`config.mk`:
```
export PLATFORM = sky130hd
export DESIGN_NAME = protobuf_field_scanner_core
export DESIGN_NICKNAME = d
export VERILOG_FILES = /design/src/pbfs_pkg.sv /design/src/pbfs_varint.sv /design/src/pbfs_decode.sv /design/src/pbfs_outbuf.sv /design/src/protobuf_field_scanner_core.sv
export SDC_FILE = /design/constraint.sdc
export NUM_CORES = 1
export LEC_CHECK = 0
export BUFFER_PORTS_ARGS = -buffer_cell sky130_fd_sc_hd__buf_2
export CAP_MARGIN = 20
export CORE_AREA = 2 2 279 171
export CTS_CLUSTER_DIAMETER = 120
export DETAILED_ROUTE_END_ITERATION = 12
export DIE_AREA = 0 0 281 173
export PLACE_DENSITY_LB_ADDON = 0.15
export SKIP_CTS_REPAIR_TIMING = 1
export SYNTH_ARGS = -nofsm -noshare
export SYNTH_HDL_FRONTEND = slang
export SYNTH_HIERARCHICAL = 1
export SYNTH_SLANG_ARGS = --single-unit
```
`constraint.sdc`:
```
create_clock -name clk -period 11.58 [get_ports clk]
set_input_delay 1.158 -clock clk [delete_from_list [all_inputs] [get_ports clk]]
set_output_delay 1.158 -clock clk [all_outputs]
set_load 0.005 [all_outputs]
```
`src/pbfs_pkg.sv`:
```
// Shared types and codes for the protobuf field scanner.
// No dependencies; every other file refers to this package by scoped names.
package pbfs_pkg;

	// scanner phases
	localparam logic [2:0] PH_TAG  = 3'd0;
	localparam logic [2:0] PH_VAL  = 3'd1;
	localparam logic [2:0] PH_LEN  = 3'd2;
	localparam logic [2:0] PH_PAY  = 3'd3;
	localparam logic [2:0] PH_FIX  = 3'd4;
	localparam logic [2:0] PH_DISC = 3'd5;

	// event kinds
	localparam logic [2:0] EV_VARINT  = 3'd0;
	localparam logic [2:0] EV_HEADER  = 3'd1;
	localparam logic [2:0] EV_PAYLOAD = 3'd2;
	localparam logic [2:0] EV_FIXED   = 3'd3;
	localparam logic [2:0] EV_ERROR   = 3'd4;
	localparam logic [2:0] EV_END     = 3'd5;

	// error codes
	localparam logic [1:0] ERR_WIRE  = 2'd0;
	localparam logic [1:0] ERR_TRUNC = 2'd1;
	localparam logic [1:0] ERR_LONG  = 2'd2;

	// wire types
	localparam logic [2:0] WT_VARINT = 3'd0;
	localparam logic [2:0] WT_FIX64  = 3'd1;
	localparam logic [2:0] WT_LEN    = 3'd2;
	localparam logic [2:0] WT_FIX32  = 3'd5;

	// varint feed status
	localparam logic [1:0] VI_MORE = 2'd0;
	localparam logic [1:0] VI_DONE = 2'd1;
	localparam logic [1:0] VI_LONG = 2'd2;

	localparam logic [3:0] VARINT_MAX_BYTES = 4'd10;
	localparam logic [3:0] VARINT_LAST_SLOT = 4'd9;
	localparam logic [63:0] FIX64_BYTES = 64'd8;
	localparam logic [63:0] FIX32_BYTES = 64'd4;

	typedef struct packed {
		logic [7:0] data_byte;
		logic       last_byte;
	} byte_beat_t;

	typedef struct packed {
		logic [2:0]  event_kind;
		logic [31:0] field_num;
		logic [2:0]  wire_kind;
		logic [63:0] value;
		logic [7:0]  payload_byte;
		logic [1:0]  error_code;
		logic        message_done;
	} event_beat_t;

	typedef struct packed {
		logic [2:0] phase;
		logic [3:0] varint_bytes;
	} dec_status_t;

	typedef struct packed {
		logic out_full;
		logic skid_full;
	} buf_status_t;

endpackage

```
`src/pbfs_varint.sv`:
```
// Varint byte folder: merges one byte into the running accumulator.
// Depends on pbfs_pkg.
module pbfs_varint (
	input  logic [63:0] acc,
	input  logic [3:0]  cnt,
	input  logic [7:0]  data,
	output logic [63:0] acc_nx,
	output logic [3:0]  cnt_nx,
	output logic [1:0]  status
);

	logic [3:0] slot;
	logic [5:0] sh;

	always_comb begin
		slot   = (cnt > pbfs_pkg::VARINT_LAST_SLOT) ? pbfs_pkg::VARINT_LAST_SLOT : cnt;
		sh     = {2'b00, slot} * 6'd7;
		acc_nx = acc | ({57'd0, data[6:0]} << sh);
		cnt_nx = cnt + 4'd1;
		if (!data[7]) begin
			status = pbfs_pkg::VI_DONE;
		end else if (cnt_nx >= pbfs_pkg::VARINT_MAX_BYTES) begin
			status = pbfs_pkg::VI_LONG;
		end else begin
			status = pbfs_pkg::VI_MORE;
		end
	end

endmodule

```
`src/pbfs_decode.sv`:
```
// Field scanner state machine: tag/value/length/payload/skip/discard phases.
// Depends on pbfs_pkg and pbfs_varint.
module pbfs_decode (
	input  logic                  clk,
	input  logic                  arst_n,
	input  logic                  accept,
	input  pbfs_pkg::byte_beat_t  beat,
	output logic                  res_valid,
	output pbfs_pkg::event_beat_t res,
	output pbfs_pkg::dec_status_t status
);

	logic [2:0]  phase_q, phase_d;
	logic [63:0] acc_q, acc_d;
	logic [3:0]  cnt_q, cnt_d;
	logic [31:0] fld_q, fld_d;
	logic [2:0]  wire_q, wire_d;
	logic [63:0] rem_q, rem_d;

	logic [63:0] vi_acc;
	logic [3:0]  vi_cnt;
	logic [1:0]  vi_st;
	logic [63:0] rem_dec;
	logic [31:0] tag_field;
	logic [2:0]  tag_wire;
	logic        hit;
	logic        err_set;
	logic [1:0]  err_code;
	logic [31:0] err_field;
	logic [2:0]  err_wire;
	logic        last;

	pbfs_varint u_varint (
		.acc    (acc_q),
		.cnt    (cnt_q),
		.data   (beat.data_byte),
		.acc_nx (vi_acc),
		.cnt_nx (vi_cnt),
		.status (vi_st)
	);

	always_comb begin
		phase_d   = phase_q;
		acc_d     = acc_q;
		cnt_d     = cnt_q;
		fld_d     = fld_q;
		wire_d    = wire_q;
		rem_d     = rem_q;
		hit       = 1'b0;
		res       = '0;
		err_set   = 1'b0;
		err_code  = pbfs_pkg::ERR_WIRE;
		err_field = '0;
		err_wire  = '0;
		last      = beat.last_byte;
		rem_dec   = rem_q - 64'd1;
		tag_field = vi_acc[34:3];
		tag_wire  = vi_acc[2:0];

		unique case (phase_q)
			pbfs_pkg::PH_VAL, pbfs_pkg::PH_LEN: begin
				acc_d = vi_acc;
				cnt_d = vi_cnt;
				err_field = fld_q;
				err_wire  = wire_q;
				if (vi_st == pbfs_pkg::VI_LONG) begin
					err_set  = 1'b1;
					err_code = pbfs_pkg::ERR_LONG;
				end else if (vi_st == pbfs_pkg::VI_MORE) begin
					if (last) begin
						err_set  = 1'b1;
						err_code = pbfs_pkg::ERR_TRUNC;
					end
				end else begin
					acc_d = '0;
					cnt_d = '0;
					res.field_num = fld_q;
					res.wire_kind = wire_q;
					if (phase_q == pbfs_pkg::PH_VAL) begin
						hit            = 1'b1;
						res.event_kind = pbfs_pkg::EV_VARINT;
						res.value      = vi_acc;
						phase_d        = pbfs_pkg::PH_TAG;
					end else if (vi_acc == 64'd0) begin
						hit            = 1'b1;
						res.event_kind = pbfs_pkg::EV_HEADER;
						phase_d        = pbfs_pkg::PH_TAG;
					end else if (last) begin
						err_set  = 1'b1;
						err_code = pbfs_pkg::ERR_TRUNC;
					end else begin
						hit            = 1'b1;
						res.event_kind = pbfs_pkg::EV_HEADER;
						res.value      = vi_acc;
						rem_d          = vi_acc;
						phase_d        = pbfs_pkg::PH_PAY;
					end
				end
			end
			pbfs_pkg::PH_PAY: begin
				rem_d     = rem_dec;
				err_field = fld_q;
				err_wire  = wire_q;
				if (rem_dec != 64'd0 && last) begin
					err_set  = 1'b1;
					err_code = pbfs_pkg::ERR_TRUNC;
				end else begin
					hit              = 1'b1;
					res.event_kind   = pbfs_pkg::EV_PAYLOAD;
					res.field_num    = fld_q;
					res.wire_kind    = wire_q;
					res.payload_byte = beat.data_byte;
					if (rem_dec == 64'd0) begin
						phase_d = pbfs_pkg::PH_TAG;
					end
				end
			end
			pbfs_pkg::PH_FIX: begin
				rem_d     = rem_dec;
				err_field = fld_q;
				err_wire  = wire_q;
				if (rem_dec == 64'd0) begin
					hit            = 1'b1;
					res.event_kind = pbfs_pkg::EV_FIXED;
					res.field_num  = fld_q;
					res.wire_kind  = wire_q;
					phase_d        = pbfs_pkg::PH_TAG;
				end else if (last) begin
					err_set  = 1'b1;
					err_code = pbfs_pkg::ERR_TRUNC;
				end
			end
			pbfs_pkg::PH_DISC: begin
				if (last) begin
					hit            = 1'b1;
					res.event_kind = pbfs_pkg::EV_END;
				end
			end
			default: begin
				// tag phase; unused codes land here too
				acc_d = vi_acc;
				cnt_d = vi_cnt;
				if (vi_st == pbfs_pkg::VI_LONG) begin
					err_set  = 1'b1;
					err_code = pbfs_pkg::ERR_LONG;
				end else if (vi_st == pbfs_pkg::VI_MORE) begin
					if (last) begin
						err_set  = 1'b1;
						err_code = pbfs_pkg::ERR_TRUNC;
					end
				end else begin
					acc_d     = '0;
					cnt_d     = '0;
					fld_d     = tag_field;
					wire_d    = tag_wire;
					err_field = tag_field;
					err_wire  = tag_wire;
					if (tag_wire != pbfs_pkg::WT_VARINT && tag_wire != pbfs_pkg::WT_FIX64 &&
					    tag_wire != pbfs_pkg::WT_LEN && tag_wire != pbfs_pkg::WT_FIX32) begin
						err_set  = 1'b1;
						err_code = pbfs_pkg::ERR_WIRE;
					end else if (last) begin
						err_set  = 1'b1;
						err_code = pbfs_pkg::ERR_TRUNC;
					end else if (tag_wire == pbfs_pkg::WT_VARINT) begin
						phase_d = pbfs_pkg::PH_VAL;
					end else if (tag_wire == pbfs_pkg::WT_LEN) begin
						phase_d = pbfs_pkg::PH_LEN;
					end else begin
						rem_d   = (tag_wire == pbfs_pkg::WT_FIX64) ?
						          pbfs_pkg::FIX64_BYTES : pbfs_pkg::FIX32_BYTES;
						phase_d = pbfs_pkg::PH_FIX;
					end
				end
			end
		endcase

		if (err_set) begin
			hit            = 1'b1;
			res            = '0;
			res.event_kind = pbfs_pkg::EV_ERROR;
			res.field_num  = err_field;
			res.wire_kind  = err_wire;
			res.error_code = err_code;
			acc_d          = '0;
			cnt_d          = '0;
			phase_d        = pbfs_pkg::PH_DISC;
		end

		// every result carries the end-of-message flag of its byte
		res.message_done = last;

		if (last) begin
			phase_d = pbfs_pkg::PH_TAG;
			acc_d   = '0;
			cnt_d   = '0;
			fld_d   = '0;
			wire_d  = '0;
			rem_d   = '0;
		end
	end

	assign res_valid     = accept && hit;
	assign status.phase  = phase_q;
	assign status.varint_bytes = cnt_q;

	always_ff @(posedge clk or negedge arst_n) begin
		if (!arst_n) begin
			phase_q <= pbfs_pkg::PH_TAG;
			acc_q   <= '0;
			cnt_q   <= '0;
			fld_q   <= '0;
			wire_q  <= '0;
			rem_q   <= '0;
		end else if (accept) begin
			phase_q <= phase_d;
			acc_q   <= acc_d;
			cnt_q   <= cnt_d;
			fld_q   <= fld_d;
			wire_q  <= wire_d;
			rem_q   <= rem_d;
		end
	end

endmodule

```
`src/pbfs_outbuf.sv`:
```
// Event output register with one skid entry behind it.
// Depends on pbfs_pkg.
module pbfs_outbuf (
	input  logic                  clk,
	input  logic                  arst_n,
	input  logic                  push,
	input  pbfs_pkg::event_beat_t push_beat,
	output logic                  event_valid,
	input  logic                  event_stall,
	output pbfs_pkg::event_beat_t event_beat,
	output pbfs_pkg::buf_status_t status
);

	logic                  out_vld_q;
	logic                  skid_vld_q;
	pbfs_pkg::event_beat_t out_q;
	pbfs_pkg::event_beat_t skid_q;
	logic                  drain;

	assign drain = !out_vld_q || !event_stall;

	always_ff @(posedge clk or negedge arst_n) begin
		if (!arst_n) begin
			out_vld_q  <= 1'b0;
			skid_vld_q <= 1'b0;
		end else if (drain) begin
			out_vld_q  <= skid_vld_q || push;
			skid_vld_q <= 1'b0;
		end else if (push) begin
			skid_vld_q <= 1'b1;
		end
	end

	// push only arrives while the skid entry is empty
	always_ff @(posedge clk) begin
		if (drain) begin
			out_q <= skid_vld_q ? skid_q : push_beat;
		end else if (push) begin
			skid_q <= push_beat;
		end
	end

	assign event_valid      = out_vld_q;
	assign event_beat       = out_q;
	assign status.out_full  = out_vld_q;
	assign status.skid_full = skid_vld_q;

endmodule

```
`src/protobuf_field_scanner_core.sv`:
```
// Top level of the protobuf field scanner: byte input channel, event output channel.
// Depends on pbfs_pkg, pbfs_decode (with pbfs_varint) and pbfs_outbuf.
//
// Scans one level of a serialized protobuf message at one byte per clock, sustained while
// byte_stall is low. Each accepted byte is decoded in the same cycle it is taken: the tag,
// value and length varints are folded into a 64-bit accumulator, payload and fixed-width
// fields count down a 64-bit remaining-bytes register, and any event the byte causes is
// written into the output register or its skid entry. That combinational step
// (varint shift-merge plus 64-bit decrement and compare) sets the one-byte-per-clock
// figure. A byte yields zero or one event; bytes inside a varint or a skipped fixed field
// yield none, and every byte flagged last_byte yields exactly one, after which the scanner
// is back at a tag boundary with clean state. Errors (unknown wire type, overlong varint,
// truncated message) are reported once; the rest of that message is dropped up to a
// message-end event. A single skid entry sits behind the output register, so an event can
// wait downstream while the next byte is taken; byte_stall rises only when both are full.
// No clearing pass after reset.
module protobuf_field_scanner_core (
	input  logic                  clk,
	input  logic                  arst_n,
	// byte channel
	input  logic                  byte_valid,
	output logic                  byte_stall,
	input  pbfs_pkg::byte_beat_t  byte_beat,
	// event channel
	output logic                  event_valid,
	input  logic                  event_stall,
	output pbfs_pkg::event_beat_t event_beat
);

	logic                  accept;
	logic                  res_valid;
	pbfs_pkg::event_beat_t res;
	pbfs_pkg::dec_status_t dec_stat;
	pbfs_pkg::buf_status_t buf_stat;

	// stall is a registered flag, so the upstream path sees no combinational loop
	assign byte_stall = buf_stat.skid_full;
	assign accept     = byte_valid && !byte_stall;

	pbfs_decode u_decode (
		.clk       (clk),
		.arst_n    (arst_n),
		.accept    (accept),
		.beat      (byte_beat),
		.res_valid (res_valid),
		.res       (res),
		.status    (dec_stat)
	);

	pbfs_outbuf u_outbuf (
		.clk         (clk),
		.arst_n      (arst_n),
		.push        (res_valid),
		.push_beat   (res),
		.event_valid (event_valid),
		.event_stall (event_stall),
		.event_beat  (event_beat),
		.status      (buf_stat)
	);

`ifndef SYNTH
	// every last byte of a message produces an event
	a_last_gives_event: assert property (@(posedge clk) disable iff (!arst_n)
		accept && byte_beat.last_byte |-> res_valid)
		else $error("last byte produced no event");

	// after a message ends the scanner restarts at a tag with an empty varint
	a_last_resets: assert property (@(posedge clk) disable iff (!arst_n)
		accept && byte_beat.last_byte |=>
		dec_stat.phase == pbfs_pkg::PH_TAG && dec_stat.varint_bytes == 4'd0)
		else $error("state not cleared after message end");

	// the stored varint byte count never reaches the overlong limit
	a_varint_bound: assert property (@(posedge clk) disable iff (!arst_n)
		dec_stat.varint_bytes < pbfs_pkg::VARINT_MAX_BYTES)
		else $error("varint byte count out of range");

	// the skid entry is only ever occupied behind a full output register
	a_skid_order: assert property (@(posedge clk) disable iff (!arst_n)
		buf_stat.skid_full |-> buf_stat.out_full)
		else $error("skid entry full while output register empty");
`endif

endmodule

```
Yosys cells after proc, flatten, opt, wreduce, memory -nomap -nowiden

Cells that the tools add are included.

Eq/ne operators: 32
Shifts and indexed selects: 1
Multiply operators: 1
Bitwise logic cells: 2
Reduce and logical (&&, ||, !) cells: 28
Add/subtract/negate cells: 2
Muxes and demuxes: 104
Order comparisons: 2

Operators by type and width:

| kind                    | number |
|---|---|
| $mux W64                | 19 |
| $mux W113               | 2 |
| $mux W102               | 2 |
| $mux W32                | 6 |
| $pmux W64 S3            | 1 |
| $logic_not A64 Y1       | 2 |
| $pmux W35 S3            | 1 |
| $mux W37                | 2 |
| $or A64 B64 Y64         | 1 |
| $pmux W32 S2            | 1 |
| $reduce_bool A64 Y1     | 1 |
| $shl A7 B6 Y64          | 1 |
| $sub A64 B1 Y64 const B | 1 |
| $mux W3                 | 21 |
| $mux W4                 | 7 |
| $mux W1                 | 26 |
| $pmux W3 S4             | 2 |
| $ne A3 B3 Y1 const B    | 7 |
| $mux W2                 | 8 |
| $mux W8                 | 2 |
| $ne A4 B3 Y1 const B    | 3 |
| $ne A4 B4 Y1 const B    | 3 |
| $reduce_and A11 Y1      | 1 |
| $ne A5 B4 Y1 const B    | 2 |
| 31 further kinds        | 50 |

Output and inout port bits: 115
Logic and storage cells: 194
Input port bits: 13
Register bits after elaboration: 398

Longest topological paths before layout

Gate-level depths: netlist (run 1).

Depth after elaboration: 17
Depth in mapped cells: 29
Gate-level depth less buffers: 25

Cells and area by module

Netlist (run 1), hierarchy kept.

Modules (own cells, without submodules):

| module                      | area each (um^2) | sequential area each (um^2) | instances | cells an instance |
|---|---|---|---|---|
| pbfs_decode                 | 10,139.7         | 4,254.1                     | 1         | 1,116 |
| pbfs_outbuf                 | 8,441.8          | 6,836.6                     | 1         | 360 |
| pbfs_varint                 | 1,835.5          | 0.0                         | 1         | 257 |
| protobuf_field_scanner_core | 13.8             | 0.0                         | 1         | 1 |

Worst setup path after synthesis (run 1)

OpenSTA, ideal clock, no wires.

Path type: reg2reg
From: register u_decode.cnt_q[3]
To: register u_outbuf/skid_q[0] in the netlist's numbering, enable pin
Data required time: 11.094 ns
Period minus slack after synthesis: 8.369 ns
Cell stages (with the launch flop): 22
Buffers on the path: 1
Library setup time: 0.486 ns
Slack: 3.211 ns
Arrival time: 7.883 ns
Cells stage by stage: dfrtp_1 buf_2 clkinv_1 nand2_1 inv_1 fa_1 ha_1 inv_1 fa_1 xnor2_1 nor2_1 mux2i_1 nor2_1 a221o_1 nor4_1 nand4_1 nor4_1 o21ai_0 o21ai_0 a221oi_1 a21oi_1 and3_1

Elaborated cells between the ends (all ways): 35
Classes of those cells: 1 x add/sub; 1 x mul; 2 x order compare; 4 x eq/ne; 1 x shift; 17 x mux; 1 x bitwise; 8 x reduce/logical

RTL lines:

| what                                 | line                              | RTL |
|---|---|---|
| start: declaration                   | pbfs_decode.sv:15                 | `logic [3:0] cnt_q, cnt_d;` |
| start signal: assignment             | pbfs_decode.sv:218                | `cnt_q <= cnt_d;` |
| $gt A4 B4 Y1                         | pbfs_varint.sv:16                 | `slot = (cnt > pbfs_pkg::VARINT_LAST_SLOT) ? pbfs_pkg::VARINT_LAST_SLOT : cnt;` |
| $mux W4 *                            | pbfs_varint.sv:16                 |  |
| $mul A4 B3 Y6 *                      | pbfs_varint.sv:17                 | `sh = {2'b00, slot} * 6'd7;` |
| $shl A7 B6 Y64 *                     | pbfs_varint.sv:18                 | `acc_nx = acc \| ({57'd0, data[6:0]} << sh);` |
| $or A64 B64 Y64 *                    | pbfs_varint.sv:18                 |  |
| named net u_decode.vi_acc[15]        | pbfs_decode.sv:20                 | `logic [63:0] vi_acc;` |
| $logic_not A64 Y1 *                  | pbfs_decode.sv:84                 | `end else if (vi_acc == 64'd0) begin` |
| $mux W1                              | pbfs_decode.sv:84                 |  |
| $mux W1                              | pbfs_decode.sv:79                 | `if (phase_q == pbfs_pkg::PH_VAL) begin` |
| $mux W1                              | pbfs_decode.sv:69                 | `end else if (vi_st == pbfs_pkg::VI_MORE) begin` |
| $mux W1                              | pbfs_decode.sv:66                 | `if (vi_st == pbfs_pkg::VI_LONG) begin` |
| $pmux W1 S4                          | pbfs_decode.sv:60                 | `unique case (phase_q)` |
| $mux W1 *                            | pbfs_decode.sv:178                | `if (err_set) begin` |
| $logic_and A1 B1 Y1 *                | pbfs_decode.sv:203                | `assign res_valid = accept && hit;` |
| named net res_valid                  | protobuf_field_scanner_core.sv:31 | `logic res_valid;` |
| $reduce_and A2 Y1 (no source line) * | -                                 |  |
| end signal: assignment               | pbfs_outbuf.sv:39                 | `skid_q <= push_beat;` |
| end: declaration                     | pbfs_outbuf.sv:17                 | `pbfs_pkg::event_beat_t skid_q;` |

Mark *: on every way through the listed nets, which the timed path passes. The rest lies on a longest branch.
A chain may end at the register's enable or synchronous reset.

Worst setup path after layout (run 1)

From: register u_decode.cnt_q[3]
To: register u_outbuf/skid_q[111] in the netlist's numbering, enable pin

The elaborated chain is that of the path after synthesis.

==> run_results.csv, run 1 <==
group,metric,value,unit
grt,grt_pass1_vias,14460,
worst_setup_path,endpoint_kind,"register",
worst_setup_path,cp.arrival,8780,ps
routing,first_iter_violations,1713,
clock_network,cts_buffers,40,
synth,avgSynthCellArea,11.78,sq um
power_and_ir_drop,p_int,3.731,mW
layout,final_util,50.14,%
worst_setup_path,critPathLaunchType,"register",
routing,vias_per_cell,6.285,
power_and_ir_drop,leakagePower,9.702,nW
run_status,status,"finished, final reports clean",
place,place_hpwl,42180,um
sta,worst_slew_pin_slew,1227,ps
power_and_ir_drop,comb_power_share,48.6,%
clock_network,tritoncts,"built",
routing,first_pass_iters,5,
synth,syn_nets,1759,
place,io_buffers,127,
power_and_ir_drop,power.switching,2.859,mW
worst_setup_path,crit_type,"register to register",
place,place_worst_setup_slack,3131,ps
hold_path,whs_path_depth,1,
floorplan,initial_utilization,44.52,%
routing,vias,15560,
hold_path,hold_path.class,"register to register",
grt,grt-ovfl-total,0,
clock_network,clock-sinks,398,
clock_network,cts.path.max_buffers,3,
routing,ant_nets,0,
place,placed_area,21610,sq um
clock_network,clkTransAtPathRegs,60,ps
sta,finalCritPeriodShare,74.34,%
floorplan,die_w,281,um
sta,hold_slack,501.6,ps
grt,use_met1,40.94,%
grt,grt_pass1_wl,93780,um
synth,syn_inst,1733,
grt,track_usage,25.16,%
worst_setup_path,cp_max_fo,72,
power_and_ir_drop,ir_drop,0.1629,mV
floorplan,rows,61,
layout,final_nets,1840,
worst_setup_path,r2r.worst_path.cells,22,
floorplan,die_y,173,um
layout,syn_to_final_growth,12.62,%
clock_network,clk_latency,560,ps
sta,finalSetupTns,0,ps
routing,wl,62080,um
grt,antenna_found_initial,0,
sta,rsz0062_at_grt,"false",
sta,hold_violations,0,
sta,fin_worst_skew,24.07,ps
layout,drive_gt1_share,21.08,%
power_and_ir_drop,p_seq_share,30.4,%
power_and_ir_drop,swShare,43.38,%
grt,grt_use_met2,33.31,%
grt,grt_max_degree,73,
sta,fin_crit,8609,ps
grt,busiest_layer,"met1",
clock_network,cts-htree-levels,2,
synth,syn_area,20420,sq um
floorplan,ios,128,
job,cap_violations,0,
routing,drc_errors,0,
worst_setup_path,cp_slowest_stage_delay,910,ps
sta,max_freq,116.2,MHz
routing,wl_per_cell,25.07,um
power_and_ir_drop,power_density,286.5,nW/um^2
sta,slew_violations,0,
worst_setup_path,critical_path.cell_chain,"clkinv_1 > nand2_1 > inv_1 > fa_1 > ha_1 > inv_1 > fa_1 > xnor2_1 > nor2_1 > mux2i_1 > nor2_1 > a221o_1 > nor4_1 > nand4_1 > nor4_1 > buf_4 > o21ai_0 > o21ai_0 > a221oi_1 > a21oi_1 > and3_4 > buf_4",
clock_network,cts_root_buf,"clkbuf_16",
sta,slew_headroom,17.51,%
power_and_ir_drop,clkPwrFrac,21.0,%
floorplan,core,45870,sq um
grt,met3_usage,6.013,%
place,gp_congestion,0.9336,
worst_setup_path,critPathSlowestCell,"and3_4",
synth,yosysWarnings,6,
sta,fin_ws,2971,ps
layout,final_area,23000,sq um
floorplan,die_area,48610,sq um
worst_setup_path,required,11750,ps
sta,setup_viol,0,
==> layer usage <==
layer | vias to the layer above | share of wire, %
li1 | 6766 | -
met1 | 7897 | 48
met2 | 809 | 40
met5 | - | 0
met3 | 89 | 10
met4 | 0 | 1.7
==> final cells by class <==
| type | count | area [sq um] |
|---|---|---|
| clock buffer | 54 | 1106 |
| sequential | 398 | 11090 |
| multi-input combinational | 1168 | 8653 |
| fill | 4082 | 22870 |
| tap | 630 | 788.3 |
| timing repair buffer | 164 | 919.6 |
| inverter | 42 | 160.2 |
| antenna | 1 | 2.502 |
| clock inverter | 19 | 276.5 |
==> stage by stage <==
stage	instances	power (mW)
after floorplan	1733	4.180
after global placement	2401	5.135
after detailed placement	2401	5.127
after CTS	2474	6.543
after global routing	2475	6.938
final	2476	6.589
==> cell usage in the layout, fill, tap and decap left out, drive strengths merged, types with 54 or more instances in the layout <==
master    n
a22o    139
a21oi    57
o21ai    88
dfrtp   172
nand2    96
mux2    115
nor2    126
edfxtp  226
clkbuf   54
buf     164
and2     71
==> path summary, 6_finish.rpt <==
kind | to | from | slack, ps
worst min register to register | u_decode/acc_q[46] | u_decode/acc_q[46] | 500
worst max-delay path | u_outbuf/skid_q[111] | u_decode/cnt_q[3] | 2970
max in group asynchronous | u_decode/acc_q[58] | arst_n | 8900
worst min-delay path | u_decode/acc_q[46] | u_decode/acc_q[46] | 500
min in group asynchronous | u_decode/phase_q[0] | arst_n | 530
worst max register to register | u_outbuf/skid_q[111] | u_decode/cnt_q[3] | 2970
==> power by group through the flow <==
| stage | Clock, mW | Combinational, mW | Sequential, mW |
|---|---|---|---|
| 2_1_floorplan | 0 | 2.19 | 1.99 |
| 4_1_cts | 1.42 | 3.12 | 2.00 |
| 3_3_place_gp | 0 | 3.11 | 2.02 |
| 6_report | 1.39 | 3.20 | 2.00 |
| 3_5_place_dp | 0 | 3.10 | 2.02 |
| 5_1_grt | 1.47 | 3.43 | 2.03 |
==> state kept, by name, indices dropped and copies added, names as in the netlist <==
register / count
u_decode/acc_q: 64
u_decode/cnt_q: 4
u_decode/fld_q: 32
u_decode/phase_q: 3
u_decode/rem_q: 64
u_decode/wire_q: 3
u_outbuf/event_beat: 113
u_outbuf/event_valid: 1
u_outbuf/skid_q: 113
u_outbuf/skid_vld_q: 1
==> critical path: cells and delay by family (launching register included) <==
kind | cells | cell delay [ps]
simple gates | 7 | 2290
compound gates | 5 | 1270
fa+ha+maj | 3 | 1190
buf+inv | 5 | 1420
mux | 1 | 840
flops | 1 | 690
xor+xnor | 1 | 440
Note: power is estimated with default switching activity, not from simulation.
==> run 2, diff against run 1 <==
==> constraint.sdc (replaced) <==
create_clock -name clk -period 7 [get_ports clk]
set_input_delay 0.7 -clock clk [delete_from_list [all_inputs] [get_ports clk]]
set_output_delay 0.7 -clock clk [all_outputs]
set_load 0.005 [all_outputs]
==> run 2 against run 1 <==
  * Cell area grew 2.6%
  * Final cell count grew 2.8%
  * Combinational power grew 68%
  * Via count shrank 0.22%
  * Highest routed layer is now met5
  * Die area is the same
  * Critical path type unchanged
==> run_results.csv, run 2 (synthesis results as in run 1) <==
group,metric,value,unit
worst_setup_path,worst_r2r_startpoint,"u_decode/cnt_q[0]",
hold_path,hold_path.class,"input port to async pin",
routing,wl,63380,um
sta,setup_viol,0,
power_and_ir_drop,comb_power_share,49.7,%
worst_setup_path,startpoint,"u_decode/cnt_q[0]",
power_and_ir_drop,power.switching,4.709,mW
routing,drc_errors,0,
layout,drive_gt1_share,24.31,%
worst_setup_path,crit_type,"register to register",
power_and_ir_drop,leakagePower,10.05,nW
worst_setup_path,critPathLaunchType,"register",
floorplan,die_y,173,um
job,cap_violations,0,
place,place_hpwl,43710,um
clock_network,cts_buffers,39,
floorplan,die_area,48610,sq um
worst_setup_path,endpoint_kind,"register",
layout,instances_no_fill,2545,
worst_setup_path,cp_max_fo,35,
sta,worst_slew_pin_slew,974.2,ps
sta,finalCritPeriodShare,95.62,%
floorplan,initial_utilization,44.52,%
worst_setup_path,critPathSlowestCell,"fa_2",
worst_setup_path,crit_cells,29,
layout,final_common_cell,"edfxtp_1",
power_and_ir_drop,power_density,458.5,nW/um^2
worst_setup_path,cp.arrival,6990,ps
clock_network,clk_latency,560,ps
floorplan,rows,61,
worst_setup_path,critical_path.top_delay_family,"simple AND/OR/NAND/NOR gates",
clock_network,cts.path.max_buffers,3,
routing,wl_per_cell,24.91,um
routing,ant_nets,0,
clock_network,tritoncts,"built",
place,io_buffers,127,
routing,first_pass_iters,6,
floorplan,core,45870,sq um
worst_setup_path,required,7290,ps
clock_network,cts-htree-levels,2,
clock_network,clock-sinks,398,
power_and_ir_drop,swShare,43.54,%
sta,slew_headroom,34.56,%
sta,max_freq,149.4,MHz
routing,first_iter_violations,1656,
layout,final_cell_mix,"226 x edfxtp_1, 170 x dfrtp_1, 139 x a22o_1, 126 x buf_2, 124 x nor2_1",
grt,track_usage,25.80,%
worst_setup_path,r2r_slack,310,ps
layout,final_util,51.43,%
layout,final_area,23590,sq um
layout,syn_to_final_growth,15.51,%
worst_setup_path,cpMostUsedCell,"buf_4",
sta,slew_violations,0,
run_status,status,"finished, final reports clean",
grt,grt-ovfl-total,0,
sta,finalSetupTns,0,ps
sta,rsz0062_at_grt,"false",
clock_network,clkTransAtPathRegs,60,ps
power_and_ir_drop,p_int,6.106,mW
place,placed_area,22190,sq um
routing,vias,15530,
place,gp_congestion,0.9499,
power_and_ir_drop,p_seq_share,30.8,%
floorplan,ios,128,
power_and_ir_drop,ir_drop,0.2494,mV
sta,hold_violations,0,
grt,grt_pass1_wl,96150,um
power_and_ir_drop,clkPwrFrac,19.6,%
grt,grt_pass1_vias,14800,
worst_setup_path,crit_buf_inv,7,
worst_setup_path,r2r.worst_path.cells,29,
place,dp_cells,2467,
worst_setup_path,r2r_end,"u_outbuf/event_beat[87]",
floorplan,die_w,281,um
routing,vias_per_cell,6.101,
grt,antenna_found_initial,2,
power_and_ir_drop,power,10.82,mW
sta,fin_worst_skew,29.68,ps
clock_network,cts_root_buf,"clkbuf_16",
layout,final_nets,1908,
sta,fin_crit,6693,ps
grt,grt_max_degree,69,
worst_setup_path,cp_slowest_stage_delay,710,ps
worst_setup_path,crit_path_end,"u_outbuf/event_beat[87]",
==> run 2: cell types whose count changed in the layout (fill, tap and decap cells not counted), moves of 2 or more <==
cell	before	now
nor4_2	5	10
clkbuf_16	42	40
buf_4	37	97
bufinv_16	7	3
buf_12	0	8
nor4_1	43	37
clkbuf_1	11	14
==> run 2: cell type report <==
cell class,count,area (sq um)
fillers,3983,22280
flip-flops and latches,398,11100
multi-input cells,1168,8748
repair buffers,233,1545
clock buffers,56,1081
well taps,630,788.3
clock inverters,16,166.4
inverters,42,160.2
diodes,2,5.005
==> run 2: worst reg2reg max path: cells and delay by family, from the launching register on <==
family	cells	cell delay (ps)
AOI/OAI and AO/OA	8	1390
adders and majority gates	4	1610
buffers and inverters	7	990
DFF	1	470
muxes	1	270
and+or+nand+nor	9	1710
==> run 2: how the worst min path moves through the flow <==
stage                          to
3_3_place_gp    u_decode/acc_q[7]
3_5_place_dp    u_decode/acc_q[7]
2_1_floorplan   u_decode/acc_q[0]
5_1_grt        u_decode/acc_q[56]
6_report        u_decode/cnt_q[2]
4_1_cts        u_decode/acc_q[38]
==> run 2: power by group through the flow <==
stage	Clock, mW	Sequential (mW)	Combinational (mW)
after floorplan	0	3.28	3.63
after global placement	0	3.37	5.19
after detailed placement	0	3.37	5.20
after CTS	2.16	3.33	5.24
after global routing	2.25	3.38	5.76
final	2.12	3.33	5.37
==> run 2: metal layers <==
metal	GRT usage, %	vias up	part of all wire [%]
met4	4.456	4	1.2
met1	40.56	7909	48
li1	-	6928	-
met5	0	-	0.036
met3	8.647	68	11
met2	34.18	618	40
==> run 2: stage by stage <==
stage / setup slack (ps) / hold WS [ps]
after floorplan: 452.3 / 404.4
after global placement: -173.0 / 483.2
after detailed placement: -181.4 / 490.2
after CTS: -195.9 / 196.6
after global routing: 4.676 / 213.2
final: 306.6 / 168.4
